**config.mk**
```make
export PLATFORM = sky130hd
export DESIGN_NAME = kmp_stream_matcher_unit
export DESIGN_NICKNAME = d
export VERILOG_FILES = /design/src/design/kmpsm_pkg.sv /design/src/design/kmpsm_ram.sv /design/src/design/kmp_stream_matcher_unit.sv
export SDC_FILE = /design/constraint.sdc
export NUM_CORES = 2
export LEC_CHECK = 0
export ABC_AREA = 1
export BUFFER_PORTS_ARGS = -buffer_cell sky130_fd_sc_hd__buf_2
export CORE_MARGIN = 3
export CORE_UTILIZATION = 40
export DETAILED_ROUTE_END_ITERATION = 8
export HOLD_SLACK_MARGIN = 0.08
export PLACE_DENSITY_LB_ADDON = 0.08
export SYNTH_ARGS = -nofsm -noshare
export SYNTH_HDL_FRONTEND = slang
export SYNTH_SLANG_ARGS = --single-unit
```
**constraint.sdc**
```tcl
create_clock -name i_clk -period 5.56 [get_ports i_clk]
set_clock_uncertainty 0.15 [all_clocks]
set_input_delay 0 -clock i_clk [delete_from_list [all_inputs] [get_ports i_clk]]
set_output_delay 0 -clock i_clk [all_outputs]
set_load 0.01 [all_outputs]
```
**src/design/kmpsm_pkg.sv**
```systemverilog
// ---------------------------------------------------------------------------
// kmpsm_pkg
// Shared types and codes for the streaming KMP matcher: beat structs,
// function and error codes, and the sequencer states.
// ---------------------------------------------------------------------------
package kmpsm_pkg;

    // Function codes of an input beat
    localparam logic [1:0] FUNC_CLEAR  = 2'd0;
    localparam logic [1:0] FUNC_APPEND = 2'd1;
    localparam logic [1:0] FUNC_TEXT   = 2'd2;

    // Error codes of a result beat
    localparam logic [1:0] ERR_NONE  = 2'd0;
    localparam logic [1:0] ERR_FULL  = 2'd1;
    localparam logic [1:0] ERR_EMPTY = 2'd2;

    typedef struct packed {
        logic [1:0] func;
        logic [7:0] data_byte;
    } t_in;

    typedef struct packed {
        logic        match;
        logic [31:0] match_start;
        logic [6:0]  pattern_length;
        logic [1:0]  error;
    } t_out;

    typedef enum logic [1:0] {
        ST_IDLE,
        ST_WALK,
        ST_TAIL
    } t_state;

endpackage

```
**src/design/kmpsm_ram.sv**
```systemverilog
// ---------------------------------------------------------------------------
// kmpsm_ram
// Generic simple dual-port RAM: one write port, one read port, read data
// registered.
// ---------------------------------------------------------------------------
module kmpsm_ram #(
    parameter int WIDTH = 8,
    parameter int DEPTH = 64,
    localparam int AW = (DEPTH > 1) ? $clog2(DEPTH) : 1
) (
    input  logic             i_clk,
    input  logic             i_we,
    input  logic [AW-1:0]    i_waddr,
    input  logic [WIDTH-1:0] i_wdata,
    input  logic [AW-1:0]    i_raddr,
    output logic [WIDTH-1:0] o_rdata
);

    logic [WIDTH-1:0] r_mem [DEPTH];
    logic [WIDTH-1:0] r_rdata;

    // write port and registered read port
    always_ff @(posedge i_clk) begin
        if (i_we) begin
            r_mem[i_waddr] <= i_wdata;
        end
        r_rdata <= r_mem[i_raddr];
    end

    assign o_rdata = r_rdata;

endmodule

```
**src/design/kmp_stream_matcher_unit.sv**
```systemverilog
// ---------------------------------------------------------------------------
// kmp_stream_matcher_unit
// Streaming Knuth-Morris-Pratt matcher with incremental failure-table build.
//
// Usage: drive i_item with start high; the beat is taken at an edge where
// busy is low. Each beat gives exactly one result beat on o_result, marked
// by o_valid for a single cycle; the receiver must take it then.
// A clear beat, an unused function code, an append while the store is
// full, an append of the first pattern byte and a text beat with no pattern
// finish in the accept cycle; the result is registered and shows in the next
// cycle, and busy stays low.
// An append or a text beat otherwise runs a failure-link walk in ST_WALK,
// stepping once per failure link followed; a text beat that completes an
// occurrence goes on to ST_TAIL to fetch the failure value of the full
// length. The walk is bound by the registered read of the pattern and
// failure memories, which are read once per step.
// Reset clears the loaded length, the table build prefix, the matched
// length and the text position; the memories are not cleared and entries
// beyond the loaded length are never read.
// ---------------------------------------------------------------------------
module kmp_stream_matcher_unit #(
    parameter int MAX_PATTERN   = 64,
    parameter int POSITION_BITS = 32
) (
    input  logic             i_clk,
    input  logic             i_rst_n,
    input  logic             start,
    output logic             busy,
    input  kmpsm_pkg::t_in   i_item,
    output logic             o_valid,
    output kmpsm_pkg::t_out  o_result
);
    import kmpsm_pkg::*;

    localparam int LW  = $clog2(MAX_PATTERN + 1);
    localparam int PIW = $clog2(MAX_PATTERN);
    localparam int PB  = POSITION_BITS;
    localparam logic [LW-1:0] MAX_LEN = LW'(MAX_PATTERN);

    // state
    t_state        r_state, n_state;
    logic          r_is_text, n_is_text;
    logic [7:0]    r_byte, n_byte;
    logic [LW-1:0] r_j, n_j;
    logic [LW-1:0] r_len, n_len;
    logic [LW-1:0] r_build, n_build;
    logic [LW-1:0] r_mlen, n_mlen;
    logic [PB-1:0] r_pos, n_pos;
    logic          r_valid, n_valid;
    t_out          r_out, n_out;

    // memory ports
    logic           w_pat_we;
    logic [PIW-1:0] w_pat_waddr;
    logic [7:0]     w_pat_wdata;
    logic [7:0]     w_pat_rdata;
    logic           w_fail_we;
    logic [LW-1:0]  w_fail_waddr;
    logic [LW-1:0]  w_fail_wdata;
    logic [LW-1:0]  w_fail_rdata;
    logic [LW-1:0]  w_rd_j;

    // walk datapath
    logic           w_eq;
    logic [LW-1:0]  w_fail_clamp;
    logic [LW-1:0]  w_jn;
    logic [LW-1:0]  w_jb;
    logic [LW-1:0]  w_len_inc;
    logic [PB-1:0]  w_start_pos;
    logic [31:0]    w_start_ext;

    kmpsm_ram #(.WIDTH(8), .DEPTH(MAX_PATTERN)) u_pat_ram (
        .i_clk   (i_clk),
        .i_we    (w_pat_we),
        .i_waddr (w_pat_waddr),
        .i_wdata (w_pat_wdata),
        .i_raddr (w_rd_j[PIW-1:0]),
        .o_rdata (w_pat_rdata)
    );

    kmpsm_ram #(.WIDTH(LW), .DEPTH(MAX_PATTERN + 1)) u_fail_ram (
        .i_clk   (i_clk),
        .i_we    (w_fail_we),
        .i_waddr (w_fail_waddr),
        .i_wdata (w_fail_wdata),
        .i_raddr (w_rd_j),
        .o_rdata (w_fail_rdata)
    );

    // compare, follow link, extend
    assign w_eq         = (r_byte == w_pat_rdata);
    assign w_fail_clamp = (w_fail_rdata < r_j) ? w_fail_rdata : '0;
    assign w_jn         = r_j + LW'(w_eq);
    assign w_jb         = (w_jn > r_len) ? r_len : w_jn;
    assign w_len_inc    = r_len + LW'(1);
    assign w_start_pos  = r_pos - PB'(r_len) + PB'(1);
    assign w_start_ext  = 32'(w_start_pos);

    // state and output registers
    always_ff @(posedge i_clk) begin
        if (!i_rst_n) begin
            r_state   <= ST_IDLE;
            r_len     <= '0;
            r_build   <= '0;
            r_mlen    <= '0;
            r_pos     <= '0;
            r_valid   <= 1'b0;
        end else begin
            r_state   <= n_state;
            r_len     <= n_len;
            r_build   <= n_build;
            r_mlen    <= n_mlen;
            r_pos     <= n_pos;
            r_valid   <= n_valid;
        end
        r_is_text <= n_is_text;
        r_byte    <= n_byte;
        r_j       <= n_j;
        r_out     <= n_out;
    end

    // sequencer: next state, memory accesses, result beat
    always_comb begin
        n_state      = r_state;
        n_is_text    = r_is_text;
        n_byte       = r_byte;
        n_j          = r_j;
        n_len        = r_len;
        n_build      = r_build;
        n_mlen       = r_mlen;
        n_pos        = r_pos;
        n_valid      = 1'b0;
        n_out        = r_out;
        w_pat_we     = 1'b0;
        w_pat_waddr  = r_len[PIW-1:0];
        w_pat_wdata  = i_item.data_byte;
        w_fail_we    = 1'b0;
        w_fail_waddr = w_len_inc;
        w_fail_wdata = w_jb;
        w_rd_j       = r_j;

        case (r_state)
            ST_IDLE: begin
                if (start) begin
                    n_byte  = i_item.data_byte;
                    n_valid = 1'b1;
                    n_out   = '{match: 1'b0, match_start: '0,
                                pattern_length: 7'(r_len), error: ERR_NONE};
                    case (i_item.func)
                        FUNC_CLEAR: begin
                            n_len   = '0;
                            n_build = '0;
                            n_mlen  = '0;
                            n_pos   = '0;
                            n_out.pattern_length = '0;
                        end
                        FUNC_APPEND: begin
                            if (r_len == MAX_LEN) begin
                                n_out.error = ERR_FULL;
                            end else if (r_len == '0) begin
                                // first byte: link of length one is zero
                                w_pat_we     = 1'b1;
                                w_fail_we    = 1'b1;
                                w_fail_waddr = LW'(1);
                                w_fail_wdata = '0;
                                n_build      = '0;
                                n_len        = w_len_inc;
                                n_out.pattern_length = 7'(w_len_inc);
                            end else begin
                                w_pat_we  = 1'b1;
                                w_rd_j    = r_build;
                                n_j       = r_build;
                                n_is_text = 1'b0;
                                n_valid   = 1'b0;
                                n_state   = ST_WALK;
                            end
                        end
                        FUNC_TEXT: begin
                            if (r_len == '0) begin
                                n_out.error = ERR_EMPTY;
                            end else begin
                                w_rd_j    = r_mlen;
                                n_j       = r_mlen;
                                n_is_text = 1'b1;
                                n_valid   = 1'b0;
                                n_state   = ST_WALK;
                            end
                        end
                        default: begin
                        end
                    endcase
                end
            end
            ST_WALK: begin
                if ((r_j != '0) && !w_eq) begin
                    // mismatch: follow the failure link, read again
                    n_j    = w_fail_clamp;
                    w_rd_j = w_fail_clamp;
                end else if (!r_is_text) begin
                    // table build: store link of the new length
                    w_fail_we = 1'b1;
                    n_build   = w_jb;
                    n_len     = w_len_inc;
                    n_valid   = 1'b1;
                    n_out     = '{match: 1'b0, match_start: '0,
                                  pattern_length: 7'(w_len_inc), error: ERR_NONE};
                    n_state   = ST_IDLE;
                end else if (w_jn >= r_len) begin
                    // full occurrence: fetch link of the full length
                    w_rd_j  = r_len;
                    n_state = ST_TAIL;
                end else begin
                    n_mlen  = w_jn;
                    n_pos   = r_pos + PB'(1);
                    n_valid = 1'b1;
                    n_out   = '{match: 1'b0, match_start: '0,
                                pattern_length: 7'(r_len), error: ERR_NONE};
                    n_state = ST_IDLE;
                end
            end
            ST_TAIL: begin
                n_mlen  = (w_fail_rdata >= r_len) ? '0 : w_fail_rdata;
                n_pos   = r_pos + PB'(1);
                n_valid = 1'b1;
                n_out   = '{match: 1'b1, match_start: w_start_ext,
                            pattern_length: 7'(r_len), error: ERR_NONE};
                n_state = ST_IDLE;
            end
            default: begin
                n_state = ST_IDLE;
            end
        endcase
    end

    assign busy     = (r_state != ST_IDLE);
    assign o_valid  = r_valid;
    assign o_result = r_out;

    // walk index stays below the loaded length
    a_walk_below_len: assert property (@(posedge i_clk) disable iff (!i_rst_n)
        (r_state == ST_WALK) |-> (r_j < r_len))
        else $error("walk index reached loaded length");

    // loaded length never exceeds the store
    a_len_bound: assert property (@(posedge i_clk) disable iff (!i_rst_n)
        r_len <= MAX_LEN)
        else $error("loaded length beyond store depth");

    // matched length is a proper prefix
    a_mlen_proper: assert property (@(posedge i_clk) disable iff (!i_rst_n)
        (r_mlen < r_len) || (r_mlen == '0))
        else $error("matched length not below loaded length");

    // tail step always reports a match next cycle
    a_tail_reports: assert property (@(posedge i_clk) disable iff (!i_rst_n)
        (r_state == ST_TAIL) |=> (o_valid && o_result.match))
        else $error("full match not reported");

    // a reported match carries no error
    a_match_no_err: assert property (@(posedge i_clk) disable iff (!i_rst_n)
        (o_valid && o_result.match) |-> (o_result.error == ERR_NONE))
        else $error("match beat with error code");

endmodule

```
==> reports/qor.csv <==
metric,value,unit
Multi-input gate area,14410,um2
YS warnings,0,
main combinational cell family by area after synthesis,simple AND/OR/NAND/NOR gates,
beginning of the critical path,r_byte[7],
I/O pins,57,
via total after detailed routing,34625,
initial DRC count,3495,
die area,128700,um2
Routed wire per std cell,23.01,um
cell area after synthesis,49790,um2
Hold Crit Endpoint,u_fail_ram.o_rdata[0],
Post-Syn Nets,4729,
VDD IR max,0.8746,mV
final worst slack,0.3945,ns
synthesized area per cell,10.77,um2
"Top FF cell, synth",edfxtp_1,
Synth area leader,edfxtp_1,
most frequent cells after synthesis,"edfxtp_1 (1025), nand3_1 (626), nand2_1 (573), inv_1 (547), nor2_1 (395)",
Pleak,21.19,nW
Skew-Pair Late Insertion Delay,0.73,ns
WS Path Type,flop to flop,
initial antenna violation count,0,
DRT Pass-1 Iters,6,
Slew Limit Fails,0,
Power Dens Cells,654.7,nW/um2
worst-path maximum fanout,72,
CTS Buf Count,118,
Fillers,11553,
Synth top area share,0.6182,
"Seq/Total Area, Yosys",0.6468,
proportion of synthesized area in mux cells,0,
vias in the first global route,32858,
logic gate share of total power,0.488,
family with the most delay on the worst path,simple AND/OR/NAND/NOR gates,
worst endpoint data arrival time,5.69,ns
H-tree Lvls,3,
net switching power,16.48,mW
Slew HR,0.2212,
Netlist cell types,50,
Clk Tree Root Cell,clkbuf_16,
grt total ovfl,0,
n_diodes,0,
critical path's slowest cell,edfxtp_1,
RR Startpoint,r_byte[7],
Critical Path RT,6.08,ns
number of max-cap violations,0,
Final nets,4805,
Buf/Inv on CP,7,
flop and latch count out of synthesis,1096,
clock sink total,1096,
first-pass GRT wire length,217600,um
PortBufs,56,
Max clock buf depth,3,
status,completed,
Syn Inst Count,4621,
internal power,20.64,mW
worst-margin pin slew,1.164,ns
hold-critical path depth,2,
Compound-Gate Fraction of Synth Area,0.08748,
Worst-path clk slew,0.06,ns
layout cell share with drive strength beyond 1,0.09051,
Area Overhead vs Synth,13.88,%
simple-gate share of the synthesized area,0.1713,
HP Start,u_fail_ram.r_mem[64][0],
FF/Latch Area,32200,um2
post-DP HPWL,88180,um
GR Util All Layers,0.2198,
power share of the clock group,0.209,
synth top area cells,"edfxtp_1 (62%), nand3_1 (6.3%), nand2_1 (4.3%)",
Sw Ratio,0.4440,
DIE HEIGHT,358.8,um
DRC Markers,0,
critical path startpoint category,flop,
starting density of the core,0.4058,
Worst Reg-to-Reg Cells,32,
Post-Synth Adder-Cell Area,0.02402,
largest net degree at the start of global routing,135,
FMAX,0.1936,GHz
"Hold Vio Cnt, Final",0,
Synth async-reset ratio,0,
core area,122700,um2
xor-xnor portion of the synthesized cell area,0.002463,
drt total wl,147700,um
most common cell in the netlist,edfxtp_1,
row count,128,
Crit. End Element,flop,
Final setup viols,0,
HP Class,flop to flop,
flop-to-flop setup slack,0.39,ns
Placer Congestion,0.8791,
Pwr Total,37.12,mW
Seq pwr share,0.303,
Final Cycle Share,0.9290,
largest stage delay on the critical path,0.38,ns
die width,358.8,um
number of synthesized flops with an enable pin,1025,
TritonCTS clock tree,yes,
pre-CTS setup slack,0.04062,ns
R2R Path End,u_pat_ram.o_rdata[1],
Antenna Nets Post-Route,0,
via/cell ratio,5.393,
final design utilization,0.4622,
post-route minimum period,5.165,ns
most frequent CP cell,nand2_1,
==> cell families (layout without fill, tap and decap cells) <==
group,after synthesis,after routing
flip-flops,1096,1096
adder cells (fa/ha/maj),95,95
AO/OA/AOI/OAI,771,771
XOR/XNOR,14,14
buffers and inverters,811,984
AND/OR/NAND/NOR,1834,1835
==> metrics by stage <==
| step | area (um2) | hold slack (ns) | instances | TNS (ns) |
|---|---|---|---|---|
| after floorplan | 49790 | -0.05113 | 4621 | 0 |
| after global placement | 52260 | 0.2461 | 6164 | 0 |
| after detailed placement | 52260 | 0.2445 | 6164 | 0 |
| after CTS | 56190 | 0.2247 | 6397 | 0 |
| after global routing | 56700 | 0.2948 | 6420 | -0.01877 |
| final | 56700 | 0.2942 | 6420 | 0 |
==> power by group through the flow <==
stage	combinational (mW)	clock (mW)	sequential [mW]
2_1_floorplan	10.0	0	11.5
3_3_place_gp	17.2	0	11.4
3_5_place_dp	17.3	0	11.4
4_1_cts	17.3	7.92	11.3
5_1_grt	19.7	8.24	11.3
6_report	18.1	7.74	11.3
==> worst max-delay path by stage <==
| stage | slack, ns | depth (start not counted) | endpoint |
|---|---|---|---|
| after floorplan | 0.57 | 20 | u_fail_ram.r_mem[0][2] |
| after global placement | 0.12 | 32 | u_pat_ram.o_rdata[0] |
| after detailed placement | 0.04 | 32 | u_pat_ram.o_rdata[0] |
| after CTS | 0.02 | 32 | u_pat_ram.o_rdata[0] |
| after global routing | -0.01 | 32 | u_pat_ram.o_rdata[7] |
| final | 0.39 | 32 | u_pat_ram.o_rdata[1] |
==> registers in the layout, indices dropped and copies added (netlist names), 8 cells and up <==
signal,cells
u_pat_ram.r_mem,512
r_pos,32
r_byte,8
u_fail_ram.r_mem,455
o_result,42
u_pat_ram.o_rdata,8
==> layout make-up <==
| class | count | area share |
|---|---|---|
| Sequential cell | 1096 | 0.5679 |
| Inverter | 558 | 0.03712 |
| Clock buffer | 166 | 0.05793 |
| Timing Repair Buffer | 208 | 0.03824 |
| Multi-Input combinational cell | 2715 | 0.2541 |
| Tap cell | 1625 | 0.03586 |
| Clock inverter | 52 | 0.008783 |
==> what timing repair did <==
action	4_1_cts	5_1_grt
setup buffers	0	13
resized for setup	0	34
endpoints found under the hold margin	606	0
endpoints found under the setup margin	0	15
hold buffers	15	0
==> routing by layer <==
metal,wire (um),vias up,track usage
li1,-,16352,-
met1,69760,17027,0.3318
met2,66130,1060,0.3348
met3,9218,186,0.03376
met4,2629,0,0.04737
met5,0,-,0
==> placed cells by master (no fill, tap or decap), types with 35 or more instances in the layout <==
cell type  Yosys  final
o21ai_1       31     35
dfxtp_1       71     71
edfxtp_1    1025   1025
buf_4         20     86
buf_2        100     56
a21oi_1      233    233
o211ai_1     135    135
o21ai_0      313    309
clkbuf_16      0    128
nand3b_1     159    159
nor2_1       395    384
inv_1        547    546
nand2_1      573    570
nand3_1      626    611
ha_1          94     93
==> worst min-delay path: stages (launching register included) <==
cell and delay (ns):
edfxtp_1 0.32, nand2_1 0.05, nand2_1 0.06
(Power assumes the default switching activity.)
